--- config.mk ---
export PLATFORM = sky130hd
export DESIGN_NAME = srcc_ctrl
export DESIGN_NICKNAME = d
export VERILOG_FILES = /design/src/rtl/srcc_pkg.sv /design/src/rtl/srcc_ctrl.sv
export SDC_FILE = /design/constraint.sdc
export NUM_CORES = 1
export LEC_CHECK = 0
export ABC_AREA = 1
export BUFFER_PORTS_ARGS = -buffer_cell sky130_fd_sc_hd__buf_2
export CAP_MARGIN = 10
export CORE_UTILIZATION = 55
export DETAILED_ROUTE_END_ITERATION = 16
export HOLD_SLACK_MARGIN = 0.03
export PLACE_DENSITY = 0.95
export SLEW_MARGIN = 25
export SYNTH_ARGS = -nofsm -noshare
export SYNTH_HDL_FRONTEND = slang
export SYNTH_SLANG_ARGS = --single-unit
--- constraint.sdc ---
create_clock -name i_clk -period 6.47 [get_ports i_clk]
set_clock_uncertainty 0.05 [all_clocks]
set_input_delay 0.647 -clock i_clk [delete_from_list [all_inputs] [get_ports i_clk]]
set_output_delay 0.647 -clock i_clk [all_outputs]
set_load 0.005 [all_outputs]
--- src/rtl/srcc_pkg.sv ---
`default_nettype none
package srcc_pkg;

    localparam int MAX_COLUMNS = 4096;
    localparam int MAX_ROWS    = 4096;
    localparam int MAX_ENTRIES = 65536;

    localparam int COL_W = $clog2(MAX_COLUMNS);
    localparam int ROW_W = $clog2(MAX_ROWS);
    localparam int ENT_W = $clog2(MAX_ENTRIES);
    localparam int CNT_W = ENT_W + 1;
    localparam int CS_W  = $clog2(MAX_COLUMNS + 1);
    localparam int SWEEP = (MAX_COLUMNS > MAX_ROWS) ? MAX_COLUMNS : MAX_ROWS;
    localparam int SWP_W = $clog2(SWEEP + 1);

    localparam int ACT_W  = 3;
    localparam int CFG_W  = 13;
    localparam int RIDX_W = 16;
    localparam int VAL_W  = 64;
    localparam int CIDX_W = 2;

    localparam logic [ACT_W-1:0] ACT_CLEAR = 3'd0;
    localparam logic [ACT_W-1:0] ACT_LOAD  = 3'd1;
    localparam logic [ACT_W-1:0] ACT_BUILD = 3'd2;
    localparam logic [ACT_W-1:0] ACT_RPTR  = 3'd3;
    localparam logic [ACT_W-1:0] ACT_RSLOT = 3'd4;

    localparam logic [2:0] ST_OK        = 3'd0;
    localparam logic [2:0] ST_BAD_COL   = 3'd1;
    localparam logic [2:0] ST_BAD_ROW   = 3'd2;
    localparam logic [2:0] ST_FULL      = 3'd3;
    localparam logic [2:0] ST_NOT_BUILT = 3'd4;
    localparam logic [2:0] ST_BAD_IDX   = 3'd5;
    localparam logic [2:0] ST_BUILT     = 3'd6;

    localparam logic [CIDX_W-1:0] CFG_NCOLS  = 2'd0;
    localparam logic [CIDX_W-1:0] CFG_NROWS  = 2'd1;
    localparam logic [CIDX_W-1:0] CFG_OFFSET = 2'd2;

    typedef struct packed {
        logic [ROW_W-1:0] row;
        logic [COL_W-1:0] col;
        logic [VAL_W-1:0] value;
    } t_ent;

    typedef struct packed {
        logic             latch;
        logic             eval;
        logic             clr_store;
        logic             clr_wr;
        logic             ld_rd;
        logic             ld_wr;
        logic             pfx_init;
        logic             pfx_rd;
        logic             pfx_end;
        logic             rs_rd_ent;
        logic             rs_rd_nxt;
        logic             rs_wr;
        logic             cs_rd_tmp;
        logic             cs_rd_nxt;
        logic             cs_wr;
        logic             ptr_rd;
        logic             slot_rd;
        logic             set_built;
        logic             emit;
        logic [SWP_W-1:0] k;
        logic [ENT_W-1:0] i;
    } t_cmd;

    typedef struct packed {
        logic [ACT_W-1:0] act;
        logic             ok;
        logic             out_free;
        logic [CNT_W-1:0] stored;
    } t_stat;

endpackage
`default_nettype wire

--- src/rtl/srcc_ctrl.sv ---
`default_nettype none
module srcc_ctrl (
    input  wire logic           i_clk,
    input  wire logic           i_rst_n,
    input  wire logic           i_in_valid,
    output logic                o_in_ready,
    input  wire srcc_pkg::t_stat i_stat,
    output srcc_pkg::t_cmd      o_cmd
);

    localparam logic [3:0] S_CLR   = 4'd0;
    localparam logic [3:0] S_IDLE  = 4'd1;
    localparam logic [3:0] S_EXEC  = 4'd2;
    localparam logic [3:0] S_LDW   = 4'd3;
    localparam logic [3:0] S_PFX   = 4'd4;
    localparam logic [3:0] S_PFXE  = 4'd5;
    localparam logic [3:0] S_RS    = 4'd6;
    localparam logic [3:0] S_CS    = 4'd7;
    localparam logic [3:0] S_BDONE = 4'd8;
    localparam logic [3:0] S_FIN   = 4'd9;

    logic [3:0]                 r_state, n_state;
    logic [srcc_pkg::SWP_W-1:0] r_k, n_k;
    logic [srcc_pkg::ENT_W-1:0] r_i, n_i;
    logic [1:0]                 r_ph, n_ph;
    logic                       r_pend, n_pend;
    logic                       last;

    assign last = (srcc_pkg::CNT_W'({1'b0, r_i}) + srcc_pkg::CNT_W'(1)) == i_stat.stored;

    always_comb begin
        o_cmd      = '0;
        o_cmd.k    = r_k;
        o_cmd.i    = r_i;
        o_in_ready = 1'b0;
        n_state    = r_state;
        n_k        = r_k;
        n_i        = r_i;
        n_ph       = r_ph;
        n_pend     = r_pend;
        unique case (r_state)
            S_CLR: begin
                o_cmd.clr_wr = 1'b1;
                n_k = r_k + srcc_pkg::SWP_W'(1);
                if (r_k == srcc_pkg::SWP_W'(srcc_pkg::SWEEP - 1)) begin
                    n_k     = '0;
                    n_pend  = 1'b0;
                    n_state = r_pend ? S_FIN : S_IDLE;
                end
            end
            S_IDLE: begin
                o_in_ready = 1'b1;
                if (i_in_valid) begin
                    o_cmd.latch = 1'b1;
                    n_state     = S_EXEC;
                end
            end
            S_EXEC: begin
                o_cmd.eval = 1'b1;
                n_state    = S_FIN;
                unique case (i_stat.act)
                    srcc_pkg::ACT_CLEAR: begin
                        o_cmd.clr_store = 1'b1;
                        n_k     = '0;
                        n_pend  = 1'b1;
                        n_state = S_CLR;
                    end
                    srcc_pkg::ACT_LOAD: begin
                        if (i_stat.ok) begin
                            o_cmd.ld_rd = 1'b1;
                            n_state     = S_LDW;
                        end
                    end
                    srcc_pkg::ACT_BUILD: begin
                        o_cmd.pfx_init = 1'b1;
                        n_k     = '0;
                        n_state = S_PFX;
                    end
                    srcc_pkg::ACT_RPTR:  o_cmd.ptr_rd  = i_stat.ok;
                    srcc_pkg::ACT_RSLOT: o_cmd.slot_rd = i_stat.ok;
                    default: n_state = S_FIN;
                endcase
            end
            S_LDW: begin
                o_cmd.ld_wr = 1'b1;
                n_state     = S_FIN;
            end
            S_PFX: begin
                if (r_k != srcc_pkg::SWP_W'(srcc_pkg::SWEEP)) begin
                    o_cmd.pfx_rd = 1'b1;
                    n_k = r_k + srcc_pkg::SWP_W'(1);
                end else begin
                    n_state = S_PFXE;
                end
            end
            S_PFXE: begin
                o_cmd.pfx_end = 1'b1;
                n_i  = '0;
                n_ph = 2'd0;
                n_state = (i_stat.stored == '0) ? S_BDONE : S_RS;
            end
            S_RS: begin
                case (r_ph)
                    2'd0: begin
                        o_cmd.rs_rd_ent = 1'b1;
                        n_ph = 2'd1;
                    end
                    2'd1: begin
                        o_cmd.rs_rd_nxt = 1'b1;
                        n_ph = 2'd2;
                    end
                    default: begin
                        o_cmd.rs_wr = 1'b1;
                        n_ph = 2'd0;
                        if (last) begin
                            n_i     = '0;
                            n_state = S_CS;
                        end else begin
                            n_i = r_i + srcc_pkg::ENT_W'(1);
                        end
                    end
                endcase
            end
            S_CS: begin
                case (r_ph)
                    2'd0: begin
                        o_cmd.cs_rd_tmp = 1'b1;
                        n_ph = 2'd1;
                    end
                    2'd1: begin
                        o_cmd.cs_rd_nxt = 1'b1;
                        n_ph = 2'd2;
                    end
                    default: begin
                        o_cmd.cs_wr = 1'b1;
                        n_ph = 2'd0;
                        if (last) begin
                            n_i     = '0;
                            n_state = S_BDONE;
                        end else begin
                            n_i = r_i + srcc_pkg::ENT_W'(1);
                        end
                    end
                endcase
            end
            S_BDONE: begin
                o_cmd.set_built = 1'b1;
                n_state = S_FIN;
            end
            S_FIN: begin
                if (i_stat.out_free) begin
                    o_cmd.emit = 1'b1;
                    n_state    = S_IDLE;
                end
            end
            default: n_state = S_IDLE;
        endcase
    end

    always_ff @(posedge i_clk) begin
        if (!i_rst_n) begin
            r_state <= S_CLR;
            r_k     <= '0;
            r_i     <= '0;
            r_ph    <= 2'd0;
            r_pend  <= 1'b0;
        end else begin
            r_state <= n_state;
            r_k     <= n_k;
            r_i     <= n_i;
            r_ph    <= n_ph;
            r_pend  <= n_pend;
        end
    end

endmodule
`default_nettype wire

==> out/summary.txt <==
DR WL/cell: 12.5 µm
Post-synth top cells: nand2_1, inv_1, nor2_1
Power Internal: 0.437 mW
Layout Cells excl Fill: 612
Net Switching: 0.276 mW
crit end category: output pin
share of post-route cells with drive strength above 1: 0.196
Crit. path cell count: 6
Setup Total Neg Slack: 0 ps
Inserted Diodes: 0
worst setup path end: o_cmd[45]
CP Launch Type: flop
Net Sw Frac: 0.387
Power per Cell Area: 214 nW/µm²
Via density: 5.48
worst-margin pin slew: 661 ps
Worst-path clk slew: 80 ps
Req. time, crit path: 5770 ps
Crit. Startpoint: r_state[3]
period utilization: 0.416
synthesized flop and latch total: 36
Yosys top cell area share: 0.257
CP delay by family, top: simple AND/OR/NAND/NOR gates
first-pass GRT wire length: 12.4 mm
Post-synth EDFFs: 0
worst flop-to-flop path endpoint: r_i[12]
CTS tree: yes
hold_sp: r_ph[0]
worst path arrival time: 2000 ps
H-tree lvl count: 2
initial core utilization: 0.583
post-synth top area cell: dfxtp_1
later-pin clock latency in the skew report: 290 ps
post-synthesis cell count: 473
setup violators final: 0
total number of vias: 3,351
R2R depth: 9
Max Cap Viol: 0
post-DP HPWL: 5.80 mm
Clk pwr share: 0.279
CP max-delay cell: nor4_1
Min-Delay Path Class: flop to flop
total power: 0.713 mW
most used cell, CP: nor2_1
Yosys Warn Count: 0
postcts setup bufs: 0
RSZ-0062 raised after global routing: no
WS Path Type: flop to output pin
Fillers: 449
# DRC: 0
asr flop ratio synth: 0
DP Worst Slack: 3880 ps
syn nets: 501
global-route usage over all layers: 0.288
crit path max fanout: 7
Die Area: 5390 µm²
Area Overhead vs Synth: 18.5%
DR iter-0 viols: 339
Die W: 73.5 µm
outcome: complete, no violations
min cycle time layout: 2690 ps
Root Buffer: clkbuf_8
Leak: 1.56 nW
post_cts resized: 0
DR pass1 iterations: 5
vias in the first global route: 2,871
CTS Sinks: 36
cell breakdown of the critical path: nor2_1 -> nand2_1 -> nor2_1 -> inv_1 -> nor4_1 -> buf_2
GP Congestion: 0.938
I/O Pins: 74
reg-to-reg slack, setup: 3780 ps
Synth Area per Inst: 5.94 µm²
Final Hold Fails: 0
WL final: 7.66 mm
clock buffer depth: 2
initial antenna violation count: 0
worst vdd ir: 0.000257 V
fin. max-slew vios: 0
power share of the sequential group: 0.356
gr ovfl total: 0
sequential-to-total area share from yosys stat: 0.257
Max-slew headroom: 0.559
Setup WS post-layout: 3780 ps
CP bufs+invs: 2
Post-synth top flop: dfxtp_1
DP Cell Count: 604
die height: 73.5 µm
Max Fclk: 371 MHz
count leader, synth: nand2_1
max incr delay on CP: 410 ps
Row Count: 25
TritonCTS Buffers: 5
largest cells by area after synthesis: dfxtp_1, nand2_1, inv_1
Post-DRT Antenna Nets: 0
core area: 4820 µm²
Final #Nets: 572
Yosys cell types: 33
Port Buf Inserts: 73
combinational power share: 0.365
Mapped Area: 2810 µm²
pin count of the biggest net entering global routing: 22
hold_buf cts: 0
r2r startpoint: r_state[3]
-- cell usage in the layout, fill, tap and decap left out --
cell and n:
a211oi_1 4, a21oi_1 34, and2_1 1, and3_1 1, buf_2 73, bufinv_16 1, clkbuf_8 5, clkinv_1 1
clkinv_2 1, clkinvlp_4 1, dfxtp_1 36, ha_1 3, inv_1 66, inv_2 2, nand2_1 121, nand2_2 8
nand2_4 1, nand3_1 44, nand3_2 1, nand3_4 1, nand3b_1 3, nand4_1 20, nor2_1 65, nor2_2 7
nor2_4 4, nor3_1 9, nor4_1 5, o21a_1 2, o21ai_0 8, o21ai_1 3, o21ai_2 2, o21bai_1 1
o22ai_1 1, xnor2_1 2, xnor3_1 2, xor2_1 6
-- metrics by stage --
stage	utilization	instance area [µm²]	hold WS, ps
2_1_floorplan	-	2810	407
3_3_place_gp	0.668	3220	425
3_5_place_dp	0.668	3220	427
4_1_cts	0.691	3330	439
5_1_grt	0.691	3330	465
6_report	0.691	3330	441
-- kinds of logic after synthesis --
kind of cell | after synthesis | synth area share
buffers and inverters | 78 | 0.107
flip-flops | 36 | 0.257
XOR/XNOR | 10 | 0.0410
AO/OA/AOI/OAI | 55 | 0.107
AND/OR/NAND/NOR | 291 | 0.475
adder cells (fa/ha/maj) | 3 | 0.0134
-- power by group through the flow --
stage,Sequential (mW),Clock [mW],Combinational (mW)
after global placement,0.258,0,0.252
after floorplan,0.256,0,0.189
after detailed placement,0.258,0,0.255
final,0.254,0.199,0.260
after global routing,0.256,0.212,0.292
after CTS,0.253,0.203,0.256
-- worst register-to-register path, cell delays in order, from the launching register on --
cell      delay (ps)
dfxtp_1          450
nor2_1           120
nand2_1          120
clkinv_1         460
nand2_1          180
nand2_1          270
inv_1            580
nor2_1           120
nand3_1          120
a21oi_1           90
-- flip-flops by register name, summed over array words and instances (netlist names) --
register / flops
r_i: 16
r_k: 13
r_pend: 1
r_ph: 2
r_state: 4
-- final cells by class --
class,count,area [µm²],area share
Multi-Input combinational cell,359,1790,0.537
Sequential cell,36,721,0.217
Timing Repair Buffer,73,365,0.110
Inverter,69,259,0.0778
Tap cell,67,83.8,0.0252
Clock buffer,5,68.8,0.0207
Clock inverter,3,42.5,0.0128
-- worst min-delay path by stage --
stage,to,slack (ps),depth (start not counted)
floorplan,r_ph[0],410,2
global placement,r_pend,430,2
detailed placement,r_ph[0],430,2
CTS,r_ph[0],440,2
global route,r_ph[0],470,2
finish,r_ph[0],440,2
-- layer usage --
| metal | share of wire | vias up | global-route usage |
|---|---|---|---|
| met5 | 0 | - | 0 |
| met2 | 0.47 | 165 | 0.483 |
| met3 | 0.068 | 24 | 0.0439 |
| met1 | 0.44 | 1489 | 0.370 |
| met4 | 0.025 | 0 | 0.115 |
| li1 | - | 1673 | - |
Power figures use the tool's default switching activity.
